===== config.mk =====
export PLATFORM = sky130hd
export DESIGN_NAME = dscw_ctrl
export DESIGN_NICKNAME = d
export VERILOG_FILES = /design/src/rtl/dscw_pkg.sv /design/src/rtl/dscw_ctrl.sv
export SDC_FILE = /design/constraint.sdc
export NUM_CORES = 1
export LEC_CHECK = 0
export ABC_AREA = 1
export BUFFER_PORTS_ARGS = -buffer_cell sky130_fd_sc_hd__buf_4
export CAP_MARGIN = 20
export CORE_ASPECT_RATIO = 0.75
export CORE_UTILIZATION = 29
export DETAILED_ROUTE_END_ITERATION = 7
export PLACE_DENSITY = 0.48
export SLEW_MARGIN = 25
export SYNTH_ARGS = -nofsm -noshare
export SYNTH_HDL_FRONTEND = slang
export SYNTH_SLANG_ARGS = --single-unit

===== constraint.sdc =====
create_clock -name clock -period 1.6 [get_ports clock]
set_input_delay 0.08 -clock clock [delete_from_list [all_inputs] [get_ports clock]]
set_output_delay 0.08 -clock clock [all_outputs]
set_load 0.05 [all_outputs]

===== src/rtl/dscw_pkg.sv =====
`timescale 1ns / 1ps
// shared constants, types and zone tables for the sector chain writer
package dscw_pkg;

   // image geometry
   localparam int ADDR_BITS     = 18;
   localparam int MAX_TRACKS    = 42;
   localparam int TRACK_BITS    = 6;
   localparam int SECT_BITS     = 5;
   localparam int SIDX_BITS     = 10;
   localparam int BYTE_BITS     = 8;
   localparam int RAW_ADDR_BITS = 18;
   localparam int STATUS_BITS   = 2;

   localparam logic [TRACK_BITS-1:0] DIR_TRACK    = 6'd18;
   localparam logic [TRACK_BITS-1:0] RESET_TRACKS = 6'd35;
   localparam logic [TRACK_BITS-1:0] TRACK_LIMIT  = TRACK_BITS'(MAX_TRACKS);

   // header layout and marks
   localparam logic [BYTE_BITS-1:0] LINK_OFFS  = 8'h00;
   localparam logic [BYTE_BITS-1:0] LAST_OFFS  = 8'h01;
   localparam logic [BYTE_BITS-1:0] FIRST_DATA = 8'h02;
   localparam logic [BYTE_BITS-1:0] FULL_MARK  = 8'hFF;

   // allocation map lives in sector 18/0
   localparam logic [SIDX_BITS-1:0] DIR_SIDX = 10'd357;
   localparam logic [ADDR_BITS-1:0] DIR_BASE = ADDR_BITS'({DIR_SIDX, LINK_OFFS});

   typedef enum logic [1:0] {
      OP_WRITE_BYTE = 2'd0,
      OP_END_FILE   = 2'd1,
      OP_RAW_READ   = 2'd2,
      OP_RAW_WRITE  = 2'd3
   } op_type;

   typedef enum logic [STATUS_BITS-1:0] {
      ST_OK     = 2'd0,
      ST_FULL   = 2'd1,
      ST_BEYOND = 2'd2
   } status_type;

   // memory address source
   typedef enum logic [2:0] {
      AS_LINK   = 3'd0,
      AS_LAST   = 3'd1,
      AS_APPEND = 3'd2,
      AS_FIRST  = 3'd3,
      AS_BITS   = 3'd4,
      AS_COUNT  = 3'd5,
      AS_RAW    = 3'd6,
      AS_CLEAR  = 3'd7
   } addr_sel_type;

   // memory write data source
   typedef enum logic [2:0] {
      WS_ZERO        = 3'd0,
      WS_NEXT_TRACK  = 3'd1,
      WS_NEXT_SECTOR = 3'd2,
      WS_BYTE        = 3'd3,
      WS_LAST_INC    = 3'd4,
      WS_BITS_CLR    = 3'd5,
      WS_COUNT_DEC   = 3'd6,
      WS_FIRST_DATA  = 3'd7
   } wdata_sel_type;

   // controller to datapath
   typedef struct packed {
      logic          accept;
      logic          clear_step;
      logic          mem_rd;
      logic          mem_we;
      addr_sel_type  addr_sel;
      wdata_sel_type wdata_sel;
      logic          advance;
      logic          set_full;
      logic          set_beyond;
      logic          cap_read;
      logic          respond;
   } cmd_type;

   // datapath to controller
   typedef struct packed {
      logic last_full;
      logic last_zero;
      logic next_ok;
      logic bit_set;
      logic beyond;
      logic clear_last;
   } stat_type;

   // sectors on a track, zero for no track
   function automatic logic [SECT_BITS-1:0] sectors_per_track(input logic [TRACK_BITS-1:0] trk);
      logic [SECT_BITS-1:0] cnt;
      unique case (trk) inside
         [6'd1:6'd17]:  cnt = 5'd21;
         [6'd18:6'd24]: cnt = 5'd19;
         [6'd25:6'd30]: cnt = 5'd18;
         [6'd31:6'd42]: cnt = 5'd17;
         default:       cnt = 5'd0;
      endcase
      return cnt;
   endfunction

   // index of a track's first sector in the image, zero for no track
   function automatic logic [SIDX_BITS-1:0] first_sector(input logic [TRACK_BITS-1:0] trk);
      logic [SIDX_BITS-1:0] idx;
      unique case (trk)
         6'd1:  idx = 10'd0;    6'd2:  idx = 10'd21;   6'd3:  idx = 10'd42;
         6'd4:  idx = 10'd63;   6'd5:  idx = 10'd84;   6'd6:  idx = 10'd105;
         6'd7:  idx = 10'd126;  6'd8:  idx = 10'd147;  6'd9:  idx = 10'd168;
         6'd10: idx = 10'd189;  6'd11: idx = 10'd210;  6'd12: idx = 10'd231;
         6'd13: idx = 10'd252;  6'd14: idx = 10'd273;  6'd15: idx = 10'd294;
         6'd16: idx = 10'd315;  6'd17: idx = 10'd336;  6'd18: idx = 10'd357;
         6'd19: idx = 10'd376;  6'd20: idx = 10'd395;  6'd21: idx = 10'd414;
         6'd22: idx = 10'd433;  6'd23: idx = 10'd452;  6'd24: idx = 10'd471;
         6'd25: idx = 10'd490;  6'd26: idx = 10'd508;  6'd27: idx = 10'd526;
         6'd28: idx = 10'd544;  6'd29: idx = 10'd562;  6'd30: idx = 10'd580;
         6'd31: idx = 10'd598;  6'd32: idx = 10'd615;  6'd33: idx = 10'd632;
         6'd34: idx = 10'd649;  6'd35: idx = 10'd666;  6'd36: idx = 10'd683;
         6'd37: idx = 10'd700;  6'd38: idx = 10'd717;  6'd39: idx = 10'd734;
         6'd40: idx = 10'd751;  6'd41: idx = 10'd768;  6'd42: idx = 10'd785;
         default: idx = 10'd0;
      endcase
      return idx;
   endfunction

endpackage


===== src/rtl/dscw_ctrl.sv =====
`timescale 1ns / 1ps
// controller state machine: sequences memory accesses for each operation
module dscw_ctrl (
   input  logic                clock,
   input  logic                reset,
   input  logic                start,
   input  logic [1:0]          req_op,
   input  dscw_pkg::stat_type  stat,
   output logic                busy,
   output dscw_pkg::cmd_type   cmd
);

   typedef enum logic [14:0] {
      S_CLEAR    = 15'b000000000000001,
      S_IDLE     = 15'b000000000000010,
      S_RD_HDR   = 15'b000000000000100,
      S_CHK_HDR  = 15'b000000000001000,
      S_LINK     = 15'b000000000010000,
      S_APP_HDR  = 15'b000000000100000,
      S_RD_BITS  = 15'b000000001000000,
      S_CHK_BITS = 15'b000000010000000,
      S_RD_CNT   = 15'b000000100000000,
      S_WR_CNT   = 15'b000001000000000,
      S_WR_DATA  = 15'b000010000000000,
      S_WR_HDR   = 15'b000100000000000,
      S_ADV      = 15'b001000000000000,
      S_RAW      = 15'b010000000000000,
      S_RAW_RD   = 15'b100000000000000
   } state_type;

   state_type        state_ff, state_in;
   dscw_pkg::op_type op_ff, op_in;

   // next state and command decode
   always_comb begin
      state_in = state_ff;
      op_in    = op_ff;
      cmd      = '0;
      unique case (state_ff)
         S_CLEAR: begin
            cmd.clear_step = 1'b1;
            cmd.mem_we     = 1'b1;
            cmd.addr_sel   = dscw_pkg::AS_CLEAR;
            cmd.wdata_sel  = dscw_pkg::WS_ZERO;
            if (stat.clear_last) begin
               state_in = S_IDLE;
            end
         end
         S_IDLE: begin
            if (start) begin
               cmd.accept = 1'b1;
               op_in      = dscw_pkg::op_type'(req_op);
               case (dscw_pkg::op_type'(req_op)) inside
                  dscw_pkg::OP_WRITE_BYTE:                       state_in = S_RD_HDR;
                  dscw_pkg::OP_END_FILE:                         state_in = S_ADV;
                  dscw_pkg::OP_RAW_READ, dscw_pkg::OP_RAW_WRITE: state_in = S_RAW;
                  default:                                       state_in = S_IDLE;
               endcase
            end
         end
         S_RD_HDR: begin
            cmd.mem_rd   = 1'b1;
            cmd.addr_sel = dscw_pkg::AS_LAST;
            state_in     = S_CHK_HDR;
         end
         S_CHK_HDR: begin
            if (stat.last_full) begin
               if (stat.next_ok) begin
                  cmd.mem_we    = 1'b1;
                  cmd.addr_sel  = dscw_pkg::AS_LINK;
                  cmd.wdata_sel = dscw_pkg::WS_NEXT_TRACK;
                  state_in      = S_LINK;
               end else begin
                  cmd.set_full = 1'b1;
                  cmd.respond  = 1'b1;
                  state_in     = S_IDLE;
               end
            end else if (stat.last_zero) begin
               state_in = S_RD_BITS;
            end else begin
               cmd.mem_we    = 1'b1;
               cmd.addr_sel  = dscw_pkg::AS_APPEND;
               cmd.wdata_sel = dscw_pkg::WS_BYTE;
               state_in      = S_APP_HDR;
            end
         end
         S_LINK: begin
            // second link byte goes to the old sector, then the pointer moves
            cmd.mem_we    = 1'b1;
            cmd.addr_sel  = dscw_pkg::AS_LAST;
            cmd.wdata_sel = dscw_pkg::WS_NEXT_SECTOR;
            cmd.advance   = 1'b1;
            state_in      = S_RD_BITS;
         end
         S_APP_HDR: begin
            cmd.mem_we    = 1'b1;
            cmd.addr_sel  = dscw_pkg::AS_LAST;
            cmd.wdata_sel = dscw_pkg::WS_LAST_INC;
            cmd.respond   = 1'b1;
            state_in      = S_IDLE;
         end
         S_RD_BITS: begin
            cmd.mem_rd   = 1'b1;
            cmd.addr_sel = dscw_pkg::AS_BITS;
            state_in     = S_CHK_BITS;
         end
         S_CHK_BITS: begin
            if (stat.bit_set) begin
               cmd.mem_we    = 1'b1;
               cmd.addr_sel  = dscw_pkg::AS_BITS;
               cmd.wdata_sel = dscw_pkg::WS_BITS_CLR;
               state_in      = S_RD_CNT;
            end else begin
               state_in = S_WR_DATA;
            end
         end
         S_RD_CNT: begin
            cmd.mem_rd   = 1'b1;
            cmd.addr_sel = dscw_pkg::AS_COUNT;
            state_in     = S_WR_CNT;
         end
         S_WR_CNT: begin
            cmd.mem_we    = 1'b1;
            cmd.addr_sel  = dscw_pkg::AS_COUNT;
            cmd.wdata_sel = dscw_pkg::WS_COUNT_DEC;
            state_in      = S_WR_DATA;
         end
         S_WR_DATA: begin
            cmd.mem_we    = 1'b1;
            cmd.addr_sel  = dscw_pkg::AS_FIRST;
            cmd.wdata_sel = dscw_pkg::WS_BYTE;
            state_in      = S_WR_HDR;
         end
         S_WR_HDR: begin
            cmd.mem_we    = 1'b1;
            cmd.addr_sel  = dscw_pkg::AS_LAST;
            cmd.wdata_sel = dscw_pkg::WS_FIRST_DATA;
            cmd.respond   = 1'b1;
            state_in      = S_IDLE;
         end
         S_ADV: begin
            if (stat.next_ok) begin
               cmd.advance = 1'b1;
            end else begin
               cmd.set_full = 1'b1;
            end
            cmd.respond = 1'b1;
            state_in    = S_IDLE;
         end
         S_RAW: begin
            if (stat.beyond) begin
               cmd.set_beyond = 1'b1;
               cmd.respond    = 1'b1;
               state_in       = S_IDLE;
            end else if (op_ff == dscw_pkg::OP_RAW_READ) begin
               cmd.mem_rd   = 1'b1;
               cmd.addr_sel = dscw_pkg::AS_RAW;
               state_in     = S_RAW_RD;
            end else begin
               cmd.mem_we    = 1'b1;
               cmd.addr_sel  = dscw_pkg::AS_RAW;
               cmd.wdata_sel = dscw_pkg::WS_BYTE;
               cmd.respond   = 1'b1;
               state_in      = S_IDLE;
            end
         end
         S_RAW_RD: begin
            cmd.cap_read = 1'b1;
            cmd.respond  = 1'b1;
            state_in     = S_IDLE;
         end
         default: begin
            state_in = S_IDLE;
         end
      endcase
   end

   assign busy = (state_ff != S_IDLE);

   // state register, clearing pass first after reset
   always_ff @(posedge clock) begin
      if (reset) begin
         state_ff <= S_CLEAR;
      end else begin
         state_ff <= state_in;
      end
   end

   // latched operation
   always_ff @(posedge clock) begin
      op_ff <= op_in;
   end

endmodule


After elaboration in Yosys (flattened, before gate mapping)
Index checks and enable logic that the tools add are counted.
{"block": "totals", "ff_bits": 17, "latch_bits": 0, "ramBits": 0, "romBits": 0, "out_inout_bits": 16, "wordCells": 70, "memories": 0}
{"block": "classes", "n_addsub": 0, "n_mul": 0, "n_div": 0, "magnitude_cmp": 0, "eq_ne": 22, "n_shift": 0, "mux": 37, "n_bitwise": 0, "n_reduce_logical": 9}
{"cell": "$pmux 15 s11", "count": 1}
{"cell": "$mux 15", "count": 5}
{"cell": "$pmux 3 s8", "count": 2}
{"cell": "$mux 14", "count": 3}
{"cell": "$mux 7", "count": 5}
{"cell": "$eq 15x1->1 const B", "count": 1}
{"cell": "$eq 15x10->1 const B", "count": 1}
{"cell": "$eq 15x11->1 const B", "count": 1}
{"cell": "$eq 15x12->1 const B", "count": 1}
{"cell": "$eq 15x13->1 const B", "count": 1}
{"cell": "$eq 15x14->1 const B", "count": 1}
{"cell": "$eq 15x15->1 const B", "count": 1}
{"cell": "$eq 15x2->1 const B", "count": 1}
{"cell": "$eq 15x3->1 const B", "count": 1}
{"cell": "$eq 15x4->1 const B", "count": 1}
{"cell": "$eq 15x5->1 const B", "count": 1}
{"cell": "$eq 15x6->1 const B", "count": 1}
{"cell": "$eq 15x7->1 const B", "count": 1}
{"cell": "$eq 15x8->1 const B", "count": 1}
{"cell": "$eq 15x9->1 const B", "count": 1}
{"cell": "$ne 15x2->1 const B", "count": 1}
{"cell": "$mux 1", "count": 12}
{"cell": "$mux 11", "count": 1}
{"cell": "$mux 8", "count": 1}
{"cell": "14 further kinds", "count": 22}

Logic depth before layout (Yosys ltp)
Gate-level depths: netlist (run 1).
{"block": "logic_depth", "word_depth": 7, "ltp_mapped": 10, "ltp_nobuf": 10}

Worst setup path after synthesis (run 1)
OpenSTA, ideal clock, no wires.
{"block": "synth_timing", "path_kind": "flip-flop to flip-flop", "startpoint": "register state_ff[4]", "endpoint": "register op_ff[0] (enable)", "setup_ps": 391, "arrival_ps": 1782, "required_ps": 1209, "slack_ps": -573, "path_stages_with_launch": 6, "path_buffers": 0, "period_less_slack_ps": 2173, "cell_sequence": "dfxtp_1 > nor2_2 > nand2_4 > nor2_2 > nand2_2 > nor2_1"}
{"block": "synth_between", "elab_chain_len": 2}
{"item": "start, declared", "line_no": "dscw_ctrl.sv:31", "rtl": "state_type state_ff, state_in;"}
{"item": "start signal, assigned", "line_no": "dscw_ctrl.sv:185", "rtl": "state_ff <= state_in;"}
{"item": "$eq 15x2->1", "line_no": "dscw_ctrl.sv:39", "rtl": "unique case (state_ff)"}
{"item": "$reduce_and 2->1 (no line)"}
{"item": "end signal, assigned", "line_no": "dscw_ctrl.sv:191", "rtl": "op_ff <= op_in;"}
{"item": "end, declared", "line_no": "dscw_ctrl.sv:32", "rtl": "dscw_pkg::op_type op_ff, op_in;"}
No other way between the ends.
A chain may end at the register's enable or synchronous reset.

==> results.ini, run 1 <==
[finish]
fillCellCount = 323
nets = 268
antennaDiodeCount = 0
drive_above_1_share_pct = 58.6
syn2layout_area_growth_pct = 87.6
final_util_pct = 58.9

[setup_path]
crit_fanout = 6
reg2reg_from = state_ff[6]
cp-start-kind = flop
crit_required_ns = 1.52
cp-end-kind = output port
arrival_ns = 1.70
path_cells = nor2_4, nand2_4, nor2_4, buf_12, nand4_1, o21a_1, nand4_1, buf_6
critPathBufInv = 2
slowest_stage = dfxtp_2
critical-path-max-stage-delay_ns = 0.33
critPathKind = reg -> out
worstRegToRegCells = 12
r2r_setup_slack_ns = -0.08
reg2reg_to = state_ff[8]
cp_top_family = simple AND/OR/NAND/NOR gates
cp_num_cells = 8

[sta]
clock-skew-final_ns = 0.00559
setup_viol = 24
clock.fmax_mhz = 563
rsz0062_at_grt = yes
period_share_pct = 111
worst_pin_slew_ns = 0.264
drv_slew = 0
worst_hold_slack_ns = 0.0226
fin_crit_ns = 1.78
timing.final.ws_setup_ns = -0.176
slew-limit-headroom_pct = 82.3
report.final.hold_viol_count = 0

[yosys]
synth_nets = 196
avgSynthCellArea_um2 = 6.42
synth-async-reset-ratio_pct = 0
synth_top_area_share_pct = 25.3
ys.flop_type = dfxtp_1
synthesis.area_um2 = 1190
ys_types = 26
synth_cells = 185
yosysSeqAreaShare_pct = 30.3
synth_commonest_cells = inv_1 (35), nand2_1 (32), nand3_1 (24)
yosysTopAreaCell = dfxtp_1
synth_warnings = 0
synth_edf_count = 2
synth_most_common_cell = inv_1
synth_area_leaders = dfxtp_1 (25%), inv_1 (11%), nand3_1 (10%)
synth_seq_cells = 17

[routing]
wl_per_cell_um = 13.6
finalWirelength_um = 4190
drt_iter0_drc = 143
vias = 1452
via_per_inst = 4.71
detail-route-antenna-nets = 0
drc_errors = 0
first_pass_iters = 4

[floorplan]
placeableCoreArea_um2 = 3780
die_area_um2 = 4360
ioPinCount = 27
chipHeight_um = 57.4
num_rows = 19
die_w_um = 75.9
initial_utilization_pct = 31.4

[flow_run]
maxCapViolCount = 0

[global_routing]
grt_pass1_vias = 1435
grt_util_all_layers_pct = 20.6
grt_max_degree = 13
grt_antenna_before_repair = 0
grt_pass1_wl_um = 6670
grt_overflow = 0

[power_and_ir_drop]
peakVddDrop_uv = 325
leakage_nw = 1.09
p_per_area_nw_per_um2 = 525

[clock_network]
clk_pin_slew_ns = 0.07
cts_tree = yes
cts.sinks = 17
htreeDepth = 1
cts_buffer_depth = 2
numCtsBuffers = 3
clock_latency_ns = 0.26
root_buffer = clkbuf_8

[worst_hold_path]
hold_class = in -> reg
hp-start = req_op[1]
min_to = op_ff[1]
worstHoldPathCells = 1

[place]
finalWeightedCongestion = 0.815
hpwl_um = 2980
port_buffers = 26

[outcome]
status = finished with violations
violations = negative setup slack

## power breakdown
part	switching [mW]	leakage (nW)	internal [mW]
combinational	0.225	0.915	0.165
clock	0.160	0.0255	0.173
sequential	0.00751	0.145	0.440
total	0.392	1.09	0.778
## worst max path at each step
stage	slack (ns)	startpoint	endpoint
after floorplan	-0.09	state_ff[4]	op_ff[0]
after global placement	-0.05	state_ff[2]	cmd[8]
after detailed placement	-0.06	state_ff[4]	cmd[4]
after CTS	-0.19	state_ff[2]	cmd[8]
after global routing	-0.26	state_ff[6]	cmd[5]
final	-0.18	state_ff[6]	cmd[6]
## metrics by stage
step | instances | worst slack [ns] | setup TNS, ns | power [mW] | instance area (um2)
after detailed placement | 283 | -0.0574 | -0.217 | 0.735 | 1650
after CTS | 298 | -0.189 | -1.66 | 1.12 | 1970
after global placement | 283 | -0.0482 | -0.108 | 0.734 | 1650
after global routing | 308 | -0.264 | -4.53 | 1.23 | 2230
after floorplan | 185 | -0.0921 | -0.289 | 0.628 | 1230
final | 308 | -0.176 | -2.24 | 1.17 | 2230
## registers in the layout, summed over array words and instances (netlist names)
register  flops
state_ff     15
op_ff         2
## logic make-up after synthesis
group,synth area share [%]
flops,30.3
simple gates,51.9
buf+inv,13.3
compound gates,4.43
## cell type report
class | instances | area [um2] | share of cell area, %
clock inverter | 1 | 5.00 | 0.225
multi-input combinational | 128 | 912 | 41.0
tap | 52 | 65.1 | 2.92
timing repair buffer | 69 | 686 | 30.8
inverter | 38 | 143 | 6.40
clock buffer | 3 | 41.3 | 1.85
sequential | 17 | 375 | 16.9
## worst register-to-register path: cells and delay by family (launching register included)
kind                   cells  cell delay [ns]
flip-flops                 1             0.33
buffers and inverters      6             0.67
AND/OR/NAND/NOR            6             0.57
## metal layers
metal / share of wire, % / GRT usage, %
met1: 48 / 28.3
met2: 47 / 33.4
met3: 4.2 / 4.77
met4: 0.31 / 3.17
met5: 0 / 0
## cells in the final DEF, fill, tap and decap left out, types with 2 or more instances in the layout
cell type,n
dfxtp_2,12
inv_1,31
nor3_1,7
nor2_1,14
buf_12,3
nand3_4,2
buf_8,7
buf_6,20
clkbuf_8,3
nand2_4,2
dfxtp_1,3
nor2_4,15
nand4_1,10
inv_2,7
edfxtp_1,2
nand3_1,9
buf_4,38
nor2_2,7
nand3_2,13
nor3b_2,2
nand2_1,25
nand2_2,10
## repair_timing
item,CTS,global route
endpoints found under the setup margin,18,22
gates resized for setup,56,40
hold buffers,1,0
hold endpoints to repair,1,0
setup buffers,10,11
pin swaps,18,24
No activity file was read; power rests on OpenSTA's default activity.
==> inputs of run 2 (changes only) <==
--- a/config.mk
+++ b/config.mk
@@ -10,8 +10,10 @@
 export CAP_MARGIN = 20
 export CORE_ASPECT_RATIO = 0.75
 export CORE_UTILIZATION = 29
+export CTS_BUF_LIST = sky130_fd_sc_hd__clkbuf_4 sky130_fd_sc_hd__clkbuf_8 sky130_fd_sc_hd__clkbuf_16
 export DETAILED_ROUTE_END_ITERATION = 7
-export PLACE_DENSITY = 0.48
+export PLACE_DENSITY = 0.5
+export SETUP_SLACK_MARGIN = 0.02
 export SLEW_MARGIN = 25
 export SYNTH_ARGS = -nofsm -noshare
 export SYNTH_HDL_FRONTEND = slang
==> constraint.sdc (replaced) <==
create_clock -name clock -period 1.58 [get_ports clock]
set_input_delay 0.079 -clock clock [delete_from_list [all_inputs] [get_ports clock]]
set_output_delay 0.079 -clock clock [all_outputs]
set_load 0.05 [all_outputs]
==> run 2 against run 1 <==
Effect of this change:
- the flow still finishes with violations (negative setup slack)
- clock-buffer cell count stayed put
- first-iteration DRC count fell by 43%
- sequential power barely moved
- critical path depth unchanged
- clock skew decreased by 0.0034 ns
- non-clock buffer count shrank 9
- register-to-register slack is essentially flat
- flip-flop and latch count stayed put
- worst setup slack got worse by 0.076 ns
- routed wire length decreased by 5.5%
- combinational power is 13% lower
==> results.ini, run 2 (synthesis results as in run 1) <==
[outcome]
status = finished with violations
violations = negative setup slack

[place]
hpwl_um = 2940  ; -1.4%
finalWeightedCongestion = 0.817  ; +0.22%
port_buffers = 26  ; unchanged

[sta]
worst_hold_slack_ns = 0.0379  ; +0.0154 ns
worst_pin_slew_ns = 0.227  ; -0.0369 ns
report.final.hold_viol_count = 0  ; unchanged
setup_viol = 18  ; -25%
fin_crit_ns = 1.83
rsz0062_at_grt = yes
clock-skew-final_ns = 0.00215  ; -0.00344 ns
clock.fmax_mhz = 546
drv_slew = 0  ; unchanged
period_share_pct = 116
timing.final.ws_setup_ns = -0.252  ; -0.0756 ns
slew-limit-headroom_pct = 84.8  ; +2.5 points

[finish]
largest_reg_flops = 15  ; unchanged
nets = 260  ; -3.0%
syn2layout_area_growth_pct = 69.7
top_regs = state_ff x15, op_ff x2
final_common_cell = buf_4
drive_above_1_share_pct = 49.2  ; -9.4 points
layout_common_cells = buf_4 (41), inv_1 (32), nand2_1 (25), nor2_1 (18), nand3_1 (18)
regMostFlops = state_ff
fillCellCount = 376  ; +16%
antennaDiodeCount = 0  ; unchanged

[power_and_ir_drop]
total_power_mw = 1.14  ; -2.6%
p_per_area_nw_per_um2 = 565  ; +7.6%
leakage_nw = 0.984  ; -9.3%
peakVddDrop_uv = 372  ; +14%

[routing]
drc_errors = 0  ; unchanged
first_pass_iters = 4  ; unchanged
vias = 1412  ; -2.8%
wl_per_cell_um = 13.2  ; -3.0%
finalWirelength_um = 3960  ; -5.5%
detail-route-antenna-nets = 0  ; unchanged
via_per_inst = 4.71  ; -0.16%
wl_met2_um = 1870  ; -5.5%
drt_iter0_drc = 81  ; -43%
wl_met1_um = 1880  ; -6.9%
dr_wl_met3_um = 186  ; +4.5%
top_layer = met4

[floorplan]
num_rows = 19  ; unchanged
chipHeight_um = 57.4  ; unchanged
die_area_um2 = 4360  ; unchanged
placeableCoreArea_um2 = 3780  ; unchanged
initial_utilization_pct = 31.4  ; unchanged
die_w_um = 75.9  ; unchanged
ioPinCount = 27  ; unchanged

[flow_run]
maxCapViolCount = 0  ; unchanged

[setup_path]
cp-start-kind = flop
critPathKind = reg -> out
crit_fanout = 7  ; +1
cp-end-kind = output port
arrival_ns = 1.75  ; +0.05 ns
crit_required_ns = 1.50  ; -0.02 ns

[global_routing]
grt_antenna_before_repair = 0  ; unchanged
grt_util_all_layers_pct = 19.5  ; -1.1 points
grt_pass1_wl_um = 6290  ; -5.7%
grt_overflow = 0  ; unchanged
grt_max_degree = 15  ; +2
grt_pass1_vias = 1394  ; -2.9%

[clock_network]
cts_tree = yes
clk_pin_slew_ns = 0.08  ; about the same
cts_buffer_depth = 2  ; unchanged
clock_latency_ns = 0.26  ; about the same
numCtsBuffers = 3  ; unchanged
cts.sinks = 17  ; unchanged
root_buffer = clkbuf_8
htreeDepth = 1  ; unchanged

[worst_hold_path]
hold_class = in -> reg

## run 2: critical path: stages (launching register included)
cell	delay, ns
dfxtp_2	0.34
nor2_4	0.14
nand2_4	0.08
nor2_4	0.22
nand2_2	0.10
nor2_4	0.13
nand3_4	0.13
nand4_1	0.17
buf_6	0.18
## run 2: layer usage
layer | vias up | GRT usage, %
li1 | 720 | -
met1 | 653 | 27.4
met2 | 35 | 31.6
met3 | 4 | 3.71
met4 | 0 | 2.38
met5 | - | 0
## run 2: final cells by class
type                            instances  area (um2)  area share, %
Multi-Input combinational cell        129         851           42.2
Timing Repair Buffer                   60         541           26.8
Sequential cell                        17         367           18.2
Inverter                               38         143           7.08
Tap cell                               52        65.1           3.23
Clock buffer                            3        41.3           2.05
Clock inverter                          1        7.51          0.373
## run 2: path summary, 6_finish.rpt
kind	start	to	slack [ns]	cells past startpoint
hold / removal	req_op[1]	op_ff[1]	0.04	1
setup / recovery	state_ff[5]	cmd[0]	-0.25	8
hold reg to reg	state_ff[3]	state_ff[3]	0.70	5
setup reg to reg	state_ff[5]	state_ff[2]	-0.07	10
## run 2: stage by stage
stage	area, um2	TNS (ns)	setup WS [ns]	utilization, %	instances
after floorplan	1250	-0.257	-0.104	-	185
after global placement	1650	-0.539	-0.0911	43.7	282
after detailed placement	1650	-0.274	-0.0850	43.7	282
after CTS	1920	-2.68	-0.242	50.8	298
after global routing	2010	-4.66	-0.343	53.3	300
final	2010	-2.80	-0.252	53.3	300
## run 2: repair_timing
action | CTS | global route
hold buffers | 1 | 0
setup endpoints to repair | 20 | 29
endpoints found under the hold margin | 1 | 0
cloned | 0 | 1
pin swaps | 17 | 10
buffers inserted | 11 | 1
resized for setup | 31 | 21
## run 2: report_power, final
part	internal, mW	switching (mW)
Sequential	0.444	0.00499
Clock	0.178	0.173
Combinational	0.125	0.214
==> inputs of run 3 (changes only) <==
--- a/config.mk
+++ b/config.mk
@@ -8,11 +8,10 @@
 export ABC_AREA = 1
 export BUFFER_PORTS_ARGS = -buffer_cell sky130_fd_sc_hd__buf_4
 export CAP_MARGIN = 20
-export CORE_ASPECT_RATIO = 0.75
 export CORE_UTILIZATION = 29
 export CTS_BUF_LIST = sky130_fd_sc_hd__clkbuf_4 sky130_fd_sc_hd__clkbuf_8 sky130_fd_sc_hd__clkbuf_16
 export DETAILED_ROUTE_END_ITERATION = 7
-export PLACE_DENSITY = 0.5
+export PLACE_DENSITY = 0.55
 export SETUP_SLACK_MARGIN = 0.02
 export SLEW_MARGIN = 25
 export SYNTH_ARGS = -nofsm -noshare
==> run 3 against run 2 <==
Effect of this change:
- the flow still finishes with violations (negative setup slack)
- clock-buffer cell count increased by 1
- via count is 2.1% lower
- non-clock buffer count stayed put
- largest power group unchanged
- combinational power rose by 17%
- routed wire length is 0.56% lower
- hold slack better by 0.017 ns
==> results.ini, run 3 (synthesis results as in run 1) <==
[sta]
setup_tns_ns = -2.67  ; +0.136 ns
report.final.hold_viol_count = 0  ; unchanged
setup_viol = 18  ; unchanged
slew-limit-headroom_pct = 84.9  ; +0.15 points
timing.final.ws_setup_ns = -0.256  ; -0.00373 ns
clock.fmax_mhz = 545  ; -0.20%
fin_crit_ns = 1.84  ; +0.00373 ns
rsz0062_at_grt = yes
drv_slew = 0  ; unchanged
clock-skew-final_ns = 0.00721  ; +0.00506 ns
worst_pin_slew_ns = 0.225  ; -0.00221 ns
period_share_pct = 116  ; +0.24 points

[finish]
top_regs = state_ff x15, op_ff x2
layout_common_cells = inv_1 (31), buf_4 (31), nand2_1 (21), buf_6 (18), nor2_4 (16)
regMostFlops = state_ff
design_area_um2 = 2210  ; +9.6%
nets = 259  ; -0.38%
fillCellCount = 336  ; -11%
syn2layout_area_growth_pct = 86.0
antennaDiodeCount = 0  ; unchanged
drive_above_1_share_pct = 59.1  ; +9.9 points
largest_reg_flops = 15  ; unchanged

[floorplan]
num_rows = 22  ; +3
initial_utilization_pct = 31.3  ; -0.16 points
placeableCoreArea_um2 = 3800  ; +0.50%
ioPinCount = 27  ; unchanged
die_w_um = 66.0  ; -13%
chipHeight_um = 66.0  ; +15%
die_area_um2 = 4350  ; about the same

[clock_network]
numCtsBuffers = 3  ; unchanged
root_buffer = clkbuf_8
cts_tree = yes
clk_pin_slew_ns = 0.07  ; about the same
cts.sinks = 17  ; unchanged
clock_latency_ns = 0.26  ; about the same
htreeDepth = 1  ; unchanged
cts_buffer_depth = 2  ; unchanged

[routing]
via_per_inst = 4.69  ; -0.39%
vias = 1383  ; -2.1%
drt_iter0_drc = 32  ; -60%
wl_per_cell_um = 13.4  ; +1.1%
detail-route-antenna-nets = 0  ; unchanged
finalWirelength_um = 3940  ; -0.56%
first_pass_iters = 4  ; unchanged
drc_errors = 0  ; unchanged

[setup_path]
crit_path_start = state_ff[1]
worstRegToRegCells = 13  ; +3
cp-endpoint = cmd[10]
arrival_ns = 1.76  ; about the same
reg2reg_from = state_ff[12]
crit_required_ns = 1.50  ; about the same
cp-end-kind = output port
cp-start-kind = flop
r2r_setup_slack_ns = -0.09  ; -0.02 ns
reg2reg_to = state_ff[1]
critPathKind = reg -> out
crit_fanout = 7  ; unchanged

[outcome]
status = finished with violations
violations = negative setup slack

[place]
hpwl_um = 2660  ; -9.5%
port_buffers = 26  ; unchanged
finalWeightedCongestion = 0.852  ; +4.3%
placed_cell_area_um2 = 1640  ; -0.45%

[worst_hold_path]
hold_class = in -> reg
worstHoldPathCells = 1  ; unchanged

[global_routing]
grt_pass1_vias = 1251  ; -10%
grt_pass1_wl_um = 5840  ; -7.0%
grt_overflow = 0  ; unchanged
grt_max_degree = 13  ; -2
grt_antenna_before_repair = 0  ; unchanged
grt_util_all_layers_pct = 18.0  ; -1.5 points

[power_and_ir_drop]
leakage_nw = 1.08  ; +9.3%
peakVddDrop_uv = 416  ; +12%
p_per_area_nw_per_um2 = 547  ; -3.2%

[flow_run]
maxCapViolCount = 0  ; unchanged

run 3: metrics by stage:
step / utilization, % / power [mW] / setup WS, ns / hold slack [ns] / std cells
after floorplan: - / 0.640 / -0.104 / 0.150 / 185
after detailed placement: 43.3 / 0.737 / 0.0207 / 0.269 / 276
after CTS: 50.6 / 1.14 / -0.225 / 0.0296 / 288
final: 58.1 / 1.21 / -0.256 / 0.0550 / 295
after global placement: 43.3 / 0.738 / -0.0150 / 0.266 / 276
after global routing: 58.1 / 1.26 / -0.370 / 0.0522 / 295
run 3: worst max-delay path, stage by stage, from the launching register on:
cell	delay, ns
dfxtp_2	0.34
nor2_4	0.13
nand2_4	0.08
nor2_4	0.20
buf_4	0.16
nand3_2	0.13
nand2_1	0.14
inv_1	0.05
nand4_1	0.11
buf_6	0.17
run 3: timing repair:
item	4_1_cts	5_1_grt
gates resized for setup	36	56
endpoints found under the hold margin	1	0
setup buffers	6	8
pin swaps	19	24
hold buffers	1	0
gates cloned	1	0
endpoints found under the setup margin	17	27
run 3: how the worst min path moves through the flow:
stage | startpoint | endpoint | slack [ns]
2_1_floorplan | req_op[0] | state_ff[2] | 0.15
3_3_place_gp | req_op[0] | state_ff[2] | 0.27
3_5_place_dp | req_op[0] | state_ff[2] | 0.27
4_1_cts | req_op[1] | op_ff[1] | 0.03
5_1_grt | req_op[1] | op_ff[1] | 0.05
6_report | req_op[1] | op_ff[1] | 0.06
run 3: cell type report:
class                           instances  area (um2)  share of cell area [%]
Inverter                               38         143                    6.46
Clock buffer                            4        48.8                    2.21
Multi-Input combinational cell        128         947                    42.9
Sequential cell                        17         377                    17.1
Timing Repair Buffer                   60         633                    28.7
Tap cell                               48        60.1                    2.72
run 3: layer usage:
metal | GRT usage [%] | up-vias | wire [um]
met2 | 31.0 | 33 | 1940
met3 | 1.72 | 4 | 120
met1 | 24.0 | 632 | 1840
met5 | 0 | - | 0
li1 | - | 714 | -
met4 | 3.99 | 0 | 39
run 3: where the power goes:
group          switching (mW)  leakage, nW  internal, mW
clock                   0.162       0.0262         0.197
combinational           0.231        0.904         0.167
sequential            0.00741        0.145         0.445
